File: src/rvu_pkg.sv
package rvu_pkg;

  // Input item: one ray hit.
  typedef struct packed {
    logic signed [15:0] incident_x;
    logic signed [15:0] incident_y;
    logic signed [15:0] incident_z;
    logic signed [15:0] normal_x;
    logic signed [15:0] normal_y;
    logic signed [15:0] normal_z;
    logic [15:0]        material_index;
  } hit_t;

  // Result item: one refracted direction with its flags.
  typedef struct packed {
    logic signed [15:0] refracted_x;
    logic signed [15:0] refracted_y;
    logic signed [15:0] refracted_z;
    logic               total_reflection;
    logic               from_inside;
    logic               saturated;
  } ray_t;

  // Classified item handed from the front part to the back part.
  typedef struct packed {
    logic [2:0][15:0] inc;     // incident components, signed Q2.14
    logic [2:0][16:0] nrm;     // normal, negated when inside, signed
    logic [14:0]      cosi;    // |cos| in Q.14
    logic [15:0]      eta_i;   // index on the incident side
    logic [15:0]      eta_t;   // index on the far side, never zero
    logic             inner;
  } job_t;

  localparam int QDEPTH = 4;
  localparam int QPTR_W = $clog2(QDEPTH);

  localparam logic signed [33:0] ONE_Q28 = 34'sd268435456;
  localparam logic [15:0]        ONE_Q14 = 16'd16384;

endpackage

File: src/rvu_queue.sv
module rvu_queue (
  input  logic          clk,
  input  logic          rst,
  input  logic          push,
  input  rvu_pkg::job_t din,
  output logic          full,
  input  logic          pop,
  output logic          empty,
  output rvu_pkg::job_t dout
);
  import rvu_pkg::*;

  job_t              mem [QDEPTH];
  logic [QPTR_W-1:0] wr_ptr;
  logic [QPTR_W-1:0] rd_ptr;
  logic [QPTR_W:0]   count;
  logic              do_push;
  logic              do_pop;

  assign full    = count == (QPTR_W + 1)'(QDEPTH);
  assign empty   = count == '0;
  assign do_push = push && !full;
  assign do_pop  = pop && !empty;
  assign dout    = mem[rd_ptr];

  // Pointers and fill count.
  always_ff @(posedge clk) begin
    if (rst) begin
      wr_ptr <= '0;
      rd_ptr <= '0;
      count  <= '0;
    end else begin
      if (do_push) begin
        wr_ptr <= wr_ptr + 1'b1;
      end
      if (do_pop) begin
        rd_ptr <= rd_ptr + 1'b1;
      end
      if (do_push && !do_pop) begin
        count <= count + 1'b1;
      end else if (!do_push && do_pop) begin
        count <= count - 1'b1;
      end
    end
  end

  // Item storage.
  always_ff @(posedge clk) begin
    if (do_push) begin
      mem[wr_ptr] <= din;
    end
  end

endmodule

File: config.mk
export PLATFORM = sky130hd
export DESIGN_NAME = rvu_queue
export DESIGN_NICKNAME = d
export VERILOG_FILES = /design/src/rvu_pkg.sv /design/src/rvu_queue.sv
export SDC_FILE = /design/constraint.sdc
export NUM_CORES = 1
export LEC_CHECK = 0
export BUFFER_PORTS_ARGS = -buffer_cell sky130_fd_sc_hd__buf_2
export CAP_MARGIN = 20
export CORE_UTILIZATION = 25
export CTS_CLUSTER_DIAMETER = 80
export CTS_CLUSTER_SIZE = 25
export DETAILED_ROUTE_END_ITERATION = 10
export MAX_ROUTING_LAYER = met4
export PLACE_DENSITY_LB_ADDON = 0.25
export SYNTH_ARGS = -nofsm -noshare
export SYNTH_HDL_FRONTEND = slang
export SYNTH_SLANG_ARGS = --single-unit
File: constraint.sdc
create_clock -name clk -period 11.8 [get_ports clk]
set_clock_uncertainty 0.2 [all_clocks]
set_input_delay 0 -clock clk [delete_from_list [all_inputs] [get_ports clk]]
set_output_delay 0 -clock clk [all_outputs]
set_load 0.02 [all_outputs]
Word-level counts from Yosys, hierarchy flattened
Memories as Yosys holds them, arrays and structs flattened. A register that Yosys moved wholly into a read port is not among the register bits.
Index checks and enable logic that the tools add are counted.

operators by class
  $add $sub $neg = 4
  equality and inequality tests = 1
  multiplexer cells = 6
  reduce and logical (&&, ||, !) cells = 10

operators by type and width
  cell                                              count
  two-way mux 3 bit                                 2
  adder 2 x 1 -> 2 bit, second input constant       2
  logical AND 1 bit                                 4
  zero test 1 bit                                   4
  two-way mux 2 bit                                 2
  adder 3 x 1 -> 3 bit, second input constant       1
  == test 3 bit, second input constant              1
  zero test 3 bit                                   1
  subtractor 3 x 1 -> 3 bit, second input constant  1
  two-way mux 1 bit                                 2
  nonzero test 2 bit                                1

word-level totals
  register bits after elaboration = 7
  bits in writable memories = 588
  input bits = 151
  word-level logic and storage cells = 25
  memories kept = 1

memories
  memory  words  bits a word  rd ports  clocked after memory_dff  write ports  line             text
  mem     4      147          1         1                         1            rvu_queue.sv:13  job_t mem [QDEPTH];

Longest topological paths before layout
  depth after elaboration = 7
  gate-level depth with buffers = 8
  depth with buffers taken out = 8

Worst setup path before layout
OpenSTA, ideal clock, no wires.

  path kind = register to register
  from = register count[0]
  to = memory mem[0][0] (netlist bit) (enable)
  library setup time = 0.524 ns
  arrival = 4.278 ns
  data required time = 11.076 ns
  slack = 6.798 ns
  cell stages (with the launch flop) = 4
  buffers on the path = 0
  clock period less this slack = 5.002 ns
  path through = dfxtp_1 nor3b_1 nor2_1 and2_1

between the ends
  cells in the longest elaborated chain, start to end = 5

RTL lines
  what                                     line             text
  start: declaration                       rvu_queue.sv:16  logic [QPTR_W:0] count;
  start signal: assignment                 rvu_queue.sv:40  count <= count + 1'b1;
  start signal: assignment                 rvu_queue.sv:42  count <= count - 1'b1;
  == test 3 bit                            rvu_queue.sv:20  assign full = count == (QPTR_W + 1)'(QDEPTH);
  named net full                           rvu_queue.sv:6   output logic full,
  zero test 1 bit                          rvu_queue.sv:22  assign do_push = push && !full;
  logical AND 1 bit                        rvu_queue.sv:22
  named net do_push                        rvu_queue.sv:17  logic do_push;
  two-way mux 1 bit                        rvu_queue.sv:49  if (do_push) begin
  two-way mux 1 bit (implied by the code)  rvu_queue.sv:50  mem[wr_ptr] <= din;
  end: declaration                         rvu_queue.sv:13

The timed path passes the listed nets, and every way through them passes these cells.

==> run metrics <==
status=finished, final reports clean; M1 GR Usage=13.42%; Peak VDD IR=approximately 100 µV; Clock transition at path regs=0.09 ns; post-DP HPWL=28.32 mm; vias per cell=4.098; endpoint type of the worst setup path=primary output; dominant delay contributor by cell family on the critical path=buffers and inverters; io pins=300; postcts setup bufs=0; Worst EP arrival=3.98 ns; Die Y-Extent=297.4 µm; Initial Util=25.42%; max-cap viol count=0; Hold Path Class=in -> reg; area delta synth->final=31.66%; overflow left after global routing=0; Worst R2R End=mem[2][68]; grt met2 use=19.17%; CP bufs+invs=3; Longest Clk Path Bufs=3; die area=around 88,000 µm²; Tmin final=4.178 ns; global-route wire length before repair=73.15 mm; chip width=297.4 µm; critical path's slowest cell=dfxtp_4; slew of the pin with the lowest slew margin=1.040 ns; largest net degree at the start of global routing=61; wire length per cell=18.56 µm; fmax=239.4 MHz; FF-to-FF Start=count[0]; synthesized area per cell=26.74 µm²; final wirelength=48.29 mm; flop and latch count out of synthesis=597; Synthesized Nets=973; CP Depth=4; Final Hold Viols=0; delay of the slowest critical-path stage=0.92 ns; WP data required=11.60 ns; DRC viols=0; Final #Nets=1,582; core region area=85,820 µm²; CTS root buf=clkbuf_16; vias in the first global route=11,820; total CTS buffers=37; initial antenna violation count=7; Sum Neg Setup Slack=0 ns; Vias=between 10,000 and 15,000; hold slack=0.02123 ns; Pwr per Cell Area=~190 nW/µm²; fraction of layout instances using a drive strength above 1=a little over a third; Leak Pwr=9.483 nW; H-Tree Depth=2; DP Cell Count=2,240; Tcrit/Tclk final=35.40%; critical path class=reg -> out; CTS tree=yes; Post-Syn Area=between 20,000 and 25,000 µm²; clock sink count=roughly 600; Setup crit end=dout[136]; Slew HR=30.65%; type of origin of the critical path=flop; DRT iter0 DRCs=559; Gate Count Post-Synth=816; non-filler cells, final=2,602; M3 GR Usage=2.366%; R2R Setup Slk=8.43 ns; global route hottest layer=met2; Core Rows=approximately 110; fin. max-slew vios=0; number of library cell types mapped by synthesis=24; IO Port Bufs=roughly 300; RSZ-0062 raised after global routing=false; remaining antenna violation count=0; Clock Latency Late Sink=0.57 ns; GRT Total Usage=11.24%; Worst R2R Path Depth=5; register area share after synthesis=81.76%; gpl congestion=0.6961; Ys Warns=0; most used cell, CP=buf_4; drt first pass iters=4; Cell Chain, Critical Path=buf_4 -> buf_4 -> mux4_2 -> buf_2; Crit Path Max Fanout=44; final-report setup violation count=0
## logic make-up after synthesis
family	Yosys count	share of synthesized area, %
fa+ha+maj	6	0.3785
xor+xnor	4	0.1606
flops	597	81.76
buf+inv	38	1.881
simple gates	16	0.3899
compound gates	6	0.1663
mux	149	15.27
## through the flow
stage	instance area (µm²)	utilization (%)	total power [W]	setup WS, ns
2_1_floorplan	21820	-	0.003733	6.798
3_3_place_gp	24480	28.53	0.004123	8.023
4_1_cts	28710	33.45	0.005703	7.359
6_report	28730	33.47	0.005580	7.622
5_1_grt	28730	33.47	0.005842	7.163
3_5_place_dp	24480	28.53	0.004133	8.030
## state kept, by name (all words and copies together) (netlist names), named ones only
name	cells
mem	588
count	3
rd_ptr	2
wr_ptr	2
## cells in the mapped netlist (all sizes together)
cell / number / area share (%)
buf: 31 / 1.8
nor3: 1 / 0.023
a21oi: 2 / 0.046
o31ai: 1 / 0.034
nor2: 6 / 0.10
fa: 1 / 0.092
and2: 4 / 0.11
inv: 4 / 0.069
xor2: 4 / 0.16
edfxtp: 588 / 81
ha: 5 / 0.29
dfxtp: 9 / 0.83
mux2i: 2 / 0.092
clkbuf: 3 / 0.052
nand2b: 2 / 0.057
o21ai: 2 / 0.046
nor3b: 1 / 0.034
or3: 2 / 0.057
mux4: 147 / 15
o311ai: 1 / 0.040
## layout make-up
cell class / count / area, µm²
fillers: 8152 / 57090
clock buffers: 42 / 987.2
flip-flops and latches: 597 / 17840
repair buffers: 604 / 4512
inverters: 4 / 15.01
well taps: 1144 / 1431
diodes: 7 / 17.52
clock inverters: 23 / 337.8
multi-input cells: 181 / 3580
## power by group
part / switching, W / internal, W / total, W
Sequential: 0.0000963 / 0.00255 / 0.00264
Clock: 0.000763 / 0.000711 / 0.00147
Combinational: 0.000827 / 0.000637 / 0.00146
Total: 0.00169 / 0.00389 / 0.00558
## per-layer routing
metal | part of all wire (%) | vias to the layer above
met5 | 0 | -
met4 | 2.0 | 0
met3 | 4.8 | 54
met2 | 51 | 201
met1 | 42 | 5659
li1 | - | 4748
## placed cells by master, fill, tap and decap left out, drive strengths merged
cell type / instances
a21oi: 2
and2: 4
buf: 314
bufinv: 3
clkbuf: 42
clkinv: 9
clkinvlp: 1
dfxtp: 9
diode: 7
dlygate4sd3: 290
edfxtp: 588
fa: 1
ha: 5
inv: 14
mux2i: 2
mux4: 147
nand2b: 2
nor2: 6
nor3: 1
nor3b: 1
o21ai: 2
o311ai: 1
o31ai: 1
or3: 2
xor2: 4
## worst min path at each step
| stage | from | end | slack (ns) | cells past startpoint |
|---|---|---|---|---|
| after floorplan | din[0] | mem[0][0] | -0.10 | 0 |
| after global placement | din[83] | mem[2][83] | 0.01 | 1 |
| after global routing | din[69] | mem[0][69] | 0.006 | 2 |
| final | din[69] | mem[0][69] | 0.02 | 2 |
| after CTS | din[69] | mem[3][69] | 0.002 | 2 |
| after detailed placement | din[37] | mem[1][37] | 0.02 | 1 |
## timing repair
action | in CTS | in global routing
gates resized for setup | 0 | 0
hold endpoints to repair | 622 | 0
hold buffers | 290 | 0
(Power assumes the default switching activity.)
