`src/rvu_pkg.sv`:
```
package rvu_pkg;

  // Input item: one ray hit.
  typedef struct packed {
    logic signed [15:0] incident_x;
    logic signed [15:0] incident_y;
    logic signed [15:0] incident_z;
    logic signed [15:0] normal_x;
    logic signed [15:0] normal_y;
    logic signed [15:0] normal_z;
    logic [15:0]        material_index;
  } hit_t;

  // Result item: one refracted direction with its flags.
  typedef struct packed {
    logic signed [15:0] refracted_x;
    logic signed [15:0] refracted_y;
    logic signed [15:0] refracted_z;
    logic               total_reflection;
    logic               from_inside;
    logic               saturated;
  } ray_t;

  // Classified item handed from the front part to the back part.
  typedef struct packed {
    logic [2:0][15:0] inc;     // incident components, signed Q2.14
    logic [2:0][16:0] nrm;     // normal, negated when inside, signed
    logic [14:0]      cosi;    // |cos| in Q.14
    logic [15:0]      eta_i;   // index on the incident side
    logic [15:0]      eta_t;   // index on the far side, never zero
    logic             inner;
  } job_t;

  localparam int QDEPTH = 4;
  localparam int QPTR_W = $clog2(QDEPTH);

  localparam logic signed [33:0] ONE_Q28 = 34'sd268435456;
  localparam logic [15:0]        ONE_Q14 = 16'd16384;

endpackage

```
`src/rvu_front.sv`:
```
module rvu_front (
  input  logic           clk,
  input  logic           rst,
  input  logic           hit_valid,
  output logic           hit_stall,
  input  rvu_pkg::hit_t  hit,
  input  logic [15:0]    outer_index,
  input  logic           q_full,
  output logic           q_push,
  output rvu_pkg::job_t  q_data
);
  import rvu_pkg::*;

  logic               s1_valid;
  hit_t               s1_hit;
  logic signed [31:0] s1_prod [3];
  logic               front_en;

  logic signed [33:0] dot;
  logic signed [33:0] dot_c;
  logic [28:0]        abs_c;
  logic [29:0]        abs_r;
  logic               inner;
  logic [15:0]        eta_t;

  // The product stage may load whenever its item can move on.
  assign front_en  = !s1_valid || !q_full;
  assign hit_stall = !front_en;
  assign q_push    = s1_valid && !q_full;

  // First stage: register the three dot product terms.
  always_ff @(posedge clk) begin
    if (rst) begin
      s1_valid <= 1'b0;
    end else if (front_en) begin
      s1_valid <= hit_valid;
    end
    if (front_en) begin
      s1_hit     <= hit;
      s1_prod[0] <= 32'(hit.incident_x) * 32'(hit.normal_x);
      s1_prod[1] <= 32'(hit.incident_y) * 32'(hit.normal_y);
      s1_prod[2] <= 32'(hit.incident_z) * 32'(hit.normal_z);
    end
  end

  // Second stage: sum, clamp and classify the hit.
  always_comb begin
    dot = 34'(s1_prod[0]) + 34'(s1_prod[1]) + 34'(s1_prod[2]);
    if (dot > ONE_Q28) begin
      dot_c = ONE_Q28;
    end else if (dot < -ONE_Q28) begin
      dot_c = -ONE_Q28;
    end else begin
      dot_c = dot;
    end
    // A positive dot product means the ray leaves the material.
    inner = dot_c > 34'sd0;
    abs_c = inner ? 29'(dot_c) : 29'(-dot_c);
    abs_r = 30'(abs_c) + 30'd8192;

    q_data.inc[0] = s1_hit.incident_x;
    q_data.inc[1] = s1_hit.incident_y;
    q_data.inc[2] = s1_hit.incident_z;
    q_data.nrm[0] = inner ? 17'(-17'(s1_hit.normal_x)) : 17'(s1_hit.normal_x);
    q_data.nrm[1] = inner ? 17'(-17'(s1_hit.normal_y)) : 17'(s1_hit.normal_y);
    q_data.nrm[2] = inner ? 17'(-17'(s1_hit.normal_z)) : 17'(s1_hit.normal_z);
    q_data.cosi   = abs_r[28:14];
    q_data.inner  = inner;
    q_data.eta_i  = inner ? s1_hit.material_index : outer_index;
    eta_t         = inner ? outer_index : s1_hit.material_index;
    // A zero divisor index counts as one LSB.
    q_data.eta_t  = (eta_t == 16'd0) ? 16'd1 : eta_t;
  end

endmodule

```
`config.mk`:
```
export PLATFORM = sky130hd
export DESIGN_NAME = rvu_front
export DESIGN_NICKNAME = d
export VERILOG_FILES = /design/src/rvu_pkg.sv /design/src/rvu_front.sv
export SDC_FILE = /design/constraint.sdc
export NUM_CORES = 2
export LEC_CHECK = 0
export ABC_CLOCK_PERIOD_IN_PS = 9200
export BUFFER_PORTS_ARGS = -buffer_cell sky130_fd_sc_hd__buf_4
export CORE_MARGIN = 10
export CORE_UTILIZATION = 55
export CTS_CLUSTER_DIAMETER = 30
export DETAILED_ROUTE_END_ITERATION = 8
export GPL_ROUTABILITY_DRIVEN = 1
export GPL_TIMING_DRIVEN = 0
export HOLD_SLACK_MARGIN = 0.06
export PLACE_DENSITY = 0.74
export SLEW_MARGIN = 20
export SYNTH_ARGS = -nofsm -noshare
export SYNTH_HDL_FRONTEND = slang
export SYNTH_SLANG_ARGS = --single-unit
```
`constraint.sdc`:
```
create_clock -name clk -period 9.2 [get_ports clk]
set_input_delay 0.46 -clock clk [delete_from_list [all_inputs] [get_ports clk]]
set_output_delay 0.46 -clock clk [all_outputs]
set_load 0.05 [all_outputs]
```
## Word level (Yosys, flattened, before mapping)

Memory sizes are Yosys's and may differ from the RTL's.
Index checks and enable logic that the tools add are counted.
Widths: inputs -> output; s select.

- Bits in registers: 113
- Latch bits: 0
- Memory bits (writable): 96
- Bits in read-only memories: 0
- Input bits: 132
- Output and inout bits: 149
- Logic and storage cells: 39
- Memories: 1

- Add/sub/neg operators: 7
- Multipliers: 3
- Divide/modulo/power cells: 0
- Magnitude comparators: 3
- Equality and inequality tests: 0
- Shift-type cells: 0
- Mux-type cells: 11
- Bitwise logic cells: 0
- Reduce and logical (&&, ||, !) cells: 6

Memories:

| memory | words | width | rd ports | clocked after memory_dff | wr ports | RTL line | source |
|---|---|---|---|---|---|---|---|
| s1_prod | 3 | 32 | 3 | 0 | 3 | rvu_front.sv:16 | `logic signed [31:0] s1_prod [3];` |

Operators by type and width:

| cell | number |
|---|---|
| $mul 16x16->32 | 3 |
| $mux 34 | 2 |
| $mux 17 | 3 |
| $neg 16->17 | 3 |
| $mux 16 | 3 |
| $add 33x32->34 | 1 |
| $gt 34x1->1 const B | 1 |
| $gt 34x30->1 const B | 1 |
| $lt 34x29->1 const B | 1 |
| $add 32x32->33 | 1 |
| $add 29x14->29 const B | 1 |
| $mux 29 | 1 |
| $neg 29->29 | 1 |
| $logic_not 16->1 | 1 |
| $logic_not 1->1 | 3 |
| $mux 1 | 2 |
| $logic_and 1x1->1 | 1 |
| $logic_or 1x1->1 | 1 |

## Logic depth before layout (Yosys ltp)

- Depth after elaboration: 9
- Depth in mapped cells: 28
- Mapped depth without buffers: 27

## Least setup slack after synthesis

Ideal clock, no wire load.

- Path kind: input -> register
- From: input port hit[90] in the netlist's numbering
- To: memory s1_prod[1][30] (netlist: s1_prod[0][62]) (data pin)
- Arrival time: 6.805 ns
- Data required time: 8.942 ns
- Slack: 2.138 ns
- Cell stages on the path: 27
- Path buffers: 1
- Path through: clkbuf_1 > nand2_1 > fa_1 > inv_1 > fa_1 > inv_1 > fa_1 > fa_1 > inv_1 > fa_1 > inv_1 > fa_1 > inv_1 > ha_1 > and2_1 > a22o_1 > a311oi_1 > o2bb2ai_1 > o31a_1 > o21ai_0 > nor4_1 > nor3_1 > a41o_1 > o41ai_1 > o21bai_1 > a21oi_1 > xnor2_1

RTL lines:

| item | RTL line | source |
|---|---|---|
| start, declared | rvu_front.sv:6 | `input rvu_pkg::hit_t hit,` |
| end, declared | rvu_front.sv:16 |  |

==> flow_metrics.env <==
export IMPL_status="finished clean"
export IMPL_firstDrtPassIters=5
export IMPL_avgRoutedWirePerCell_um=19.7
export IMPL_yosys_warnings=0
export IMPL_r2r_start="s1_valid"
export IMPL_arrival_ps=8460
export IMPL_synth_top_cell_by_area="fa_1"
export IMPL_critPathKind="input port to register"
export IMPL_utilization_pct=63.0
export IMPL_cts_tree="yes"
export IMPL_initial_core_util_pct=55.2
export IMPL_timing_fmax_mhz=123
export IMPL_hold_viol_final=0
export IMPL_antenna_left=0
export IMPL_drive_gt1_share_pct=10.9
export IMPL_crit_start="hit[33]"
export IMPL_drv_cap=0
export IMPL_slew_violations=0
export IMPL_yosysTopAreaCellShare_pct=40.0
export IMPL_drtIter0Drc=2018
export IMPL_rsz0062_at_grt="no"
export IMPL_start_kind="input port"
export IMPL_fin_skew_ps=18.6
export IMPL_ys_seq_elements=209
export IMPL_cts_sinks=209
export IMPL_grt_overflow_total=0
export IMPL_gp_congestion=0.945
export IMPL_cts_resized=0
export IMPL_postSynthCellCount=4194
export IMPL_grt_pass1_vias=32800
export IMPL_drc=0
export IMPL_antenna_cells=0
export IMPL_setup_ws_ps=1100
export IMPL_cts_root_buf="clkbuf_16"
export IMPL_io_buffers=280
export IMPL_core_um2=74200
export IMPL_grt_max_degree=56
export IMPL_clk_pin_slew_ps=50
export IMPL_synth_area_per_cell_um2=9.77
export IMPL_fill_cells=6085
export IMPL_final_min_clock_period_ps=8100
export IMPL_cts_path_max_buffers=3
export IMPL_hold_ws_ps=92.5
export IMPL_crit_path_max_incr_delay_ps=560
export IMPL_synth_area_um2=41000
export IMPL_multiInputGateArea_um2=30500
export IMPL_fin_tns_setup_ps=0
export IMPL_place_ws_ps=1070
export IMPL_ys_async_sr_fraction_pct=0
export IMPL_worstPathMaxFanout=10
export IMPL_post_cts_buffers=0
export IMPL_dieHeight_um=293
export IMPL_relSlewSlack_pct=35.2
export IMPL_antenna_found_initial=5
export IMPL_die_width_um=293
export IMPL_insertion_delay_ps=630
export IMPL_num_vias=30500
export IMPL_seq_area_um2=6270
export IMPL_worst_slew_pin_slew_ps=959
export IMPL_cts_made_buffers=61
export IMPL_final_nets=5797
export IMPL_synthTopCellsByArea="fa_1 40%, edfxtp_1 15%, ha_1 8.6%, inv_1 8.1%, nand2_1 5.1%"
export IMPL_setup_viol=0
export IMPL_area_growth_pct=14.0
export IMPL_viasPerCell=5.46
export IMPL_ys_types=89
export IMPL_crit_top_cell="fa_1"
export IMPL_worstHoldPathType="input port to register"
export IMPL_post_synth_top_count_cell="inv_1"
export IMPL_required_ps=9560
export IMPL_slowest_stage="fa_1"
export IMPL_post_route_period_util_pct=88.1
export IMPL_htreeDepth=2
export IMPL_synth_commonest_cells="884 x inv_1, 819 x fa_1, 554 x nand2_1"
export IMPL_drt_wl_total_mm=110
export IMPL_dp_hpwl_mm=91.5
export IMPL_ctsHoldBuffers=23
export IMPL_hold_path_startpoint="hit[50]"
export IMPL_grt_pass1_wl_mm=177
export IMPL_placement_rows=100
export IMPL_seq_area_frac_synth_pct=15.3
export IMPL_synth_edf_count=208
export IMPL_ios=281
export IMPL_synth_ff_type="edfxtp_1"
export IMPL_endpoint_kind="register"
export IMPL_synth_nets=5427
export IMPL_grt_use_total_pct=26.3
export IMPL_fp_dieArea_um2=85800
==> worst paths after layout <==
kind	slack [ps]	cells past startpoint	endpoint
worst min-delay path	90	1	s1_hit[50]
worst max register to register	7590	3	q_data[128]
worst min register to register	770	1	q_data[102]
worst max-delay path	1100	29	s1_prod[0][62]
==> metrics by stage <==
step,area (um2),cells
6_report,46700,5585
2_1_floorplan,41000,4194
4_1_cts,46700,5585
5_1_grt,46700,5585
3_3_place_gp,44300,5443
3_5_place_dp,44400,5447
==> registers in the layout, indices dropped and copies added, names as in the netlist <==
| register | cells |
|---|---|
| q_data | 48 |
| s1_hit | 64 |
| s1_prod | 96 |
| s1_valid | 1 |
==> placed cells by master (no fill, tap or decap), types with 13 or more instances in the layout <==
master / Yosys / routed
nor2_1: 96 / 96
nor2b_1: 13 / 13
and3_1: 21 / 21
or3_1: 15 / 15
o41ai_1: 15 / 15
buf_4: 53 / 333
o21a_1: 22 / 22
nor3_1: 31 / 31
xor2_1: 42 / 42
o211ai_1: 13 / 13
edfxtp_1: 208 / 208
nand2_1: 554 / 553
and2_1: 312 / 312
nand3_1: 34 / 34
a21o_1: 46 / 46
clkbuf_16: 0 / 62
mux2_2: 15 / 15
inv_1: 884 / 884
nand2b_1: 65 / 65
dlygate4sd3_1: 0 / 23
ha_1: 282 / 282
o21ai_0: 70 / 70
clkbuf_1: 118 / 114
xnor2_1: 144 / 144
fa_1: 819 / 819
a31oi_1: 16 / 16
a21oi_1: 97 / 97
==> logic make-up after synthesis <==
logic type                 share of synthesized area, %
and+or+nand+nor                                    14.7
adders and majority gates                          48.6
buffers and inverters                              10.3
AOI/OAI and AO/OA                                  6.49
DFF                                                15.3
xor gates and xnor gates                           4.01
muxes                                             0.601
==> area by class of cell <==
class                      count  area share, %
multi-input combinational   2916           65.2
sequential                   209           13.4
inverter                     885           7.11
timing repair buffer         307           5.22
clock buffer                  64           3.34
tap                          969           2.59
buffer                       184           1.98
clock inverter                51           1.13
==> layer usage <==
metal,vias up,global-route usage (%),part of all wire (%)
li1,13700,-,-
met1,15300,33.3,39
met2,1234,43.0,47
met3,255,6.93,9.7
met4,2,9.72,3.9
met5,-,0,0.012
==> worst max-delay path, delay by kind of cell <==
family	cells	cell delay [ps]
and+or+nand+nor	4	730
buffers and inverters	8	1350
AOI/OAI and AO/OA	9	2440
adders and majority gates	7	3370
xor gates and xnor gates	1	110
Power is left out: the tool's default activity adds up to more than one toggle a clock period on the data nets, which glitch-free logic cannot reach.
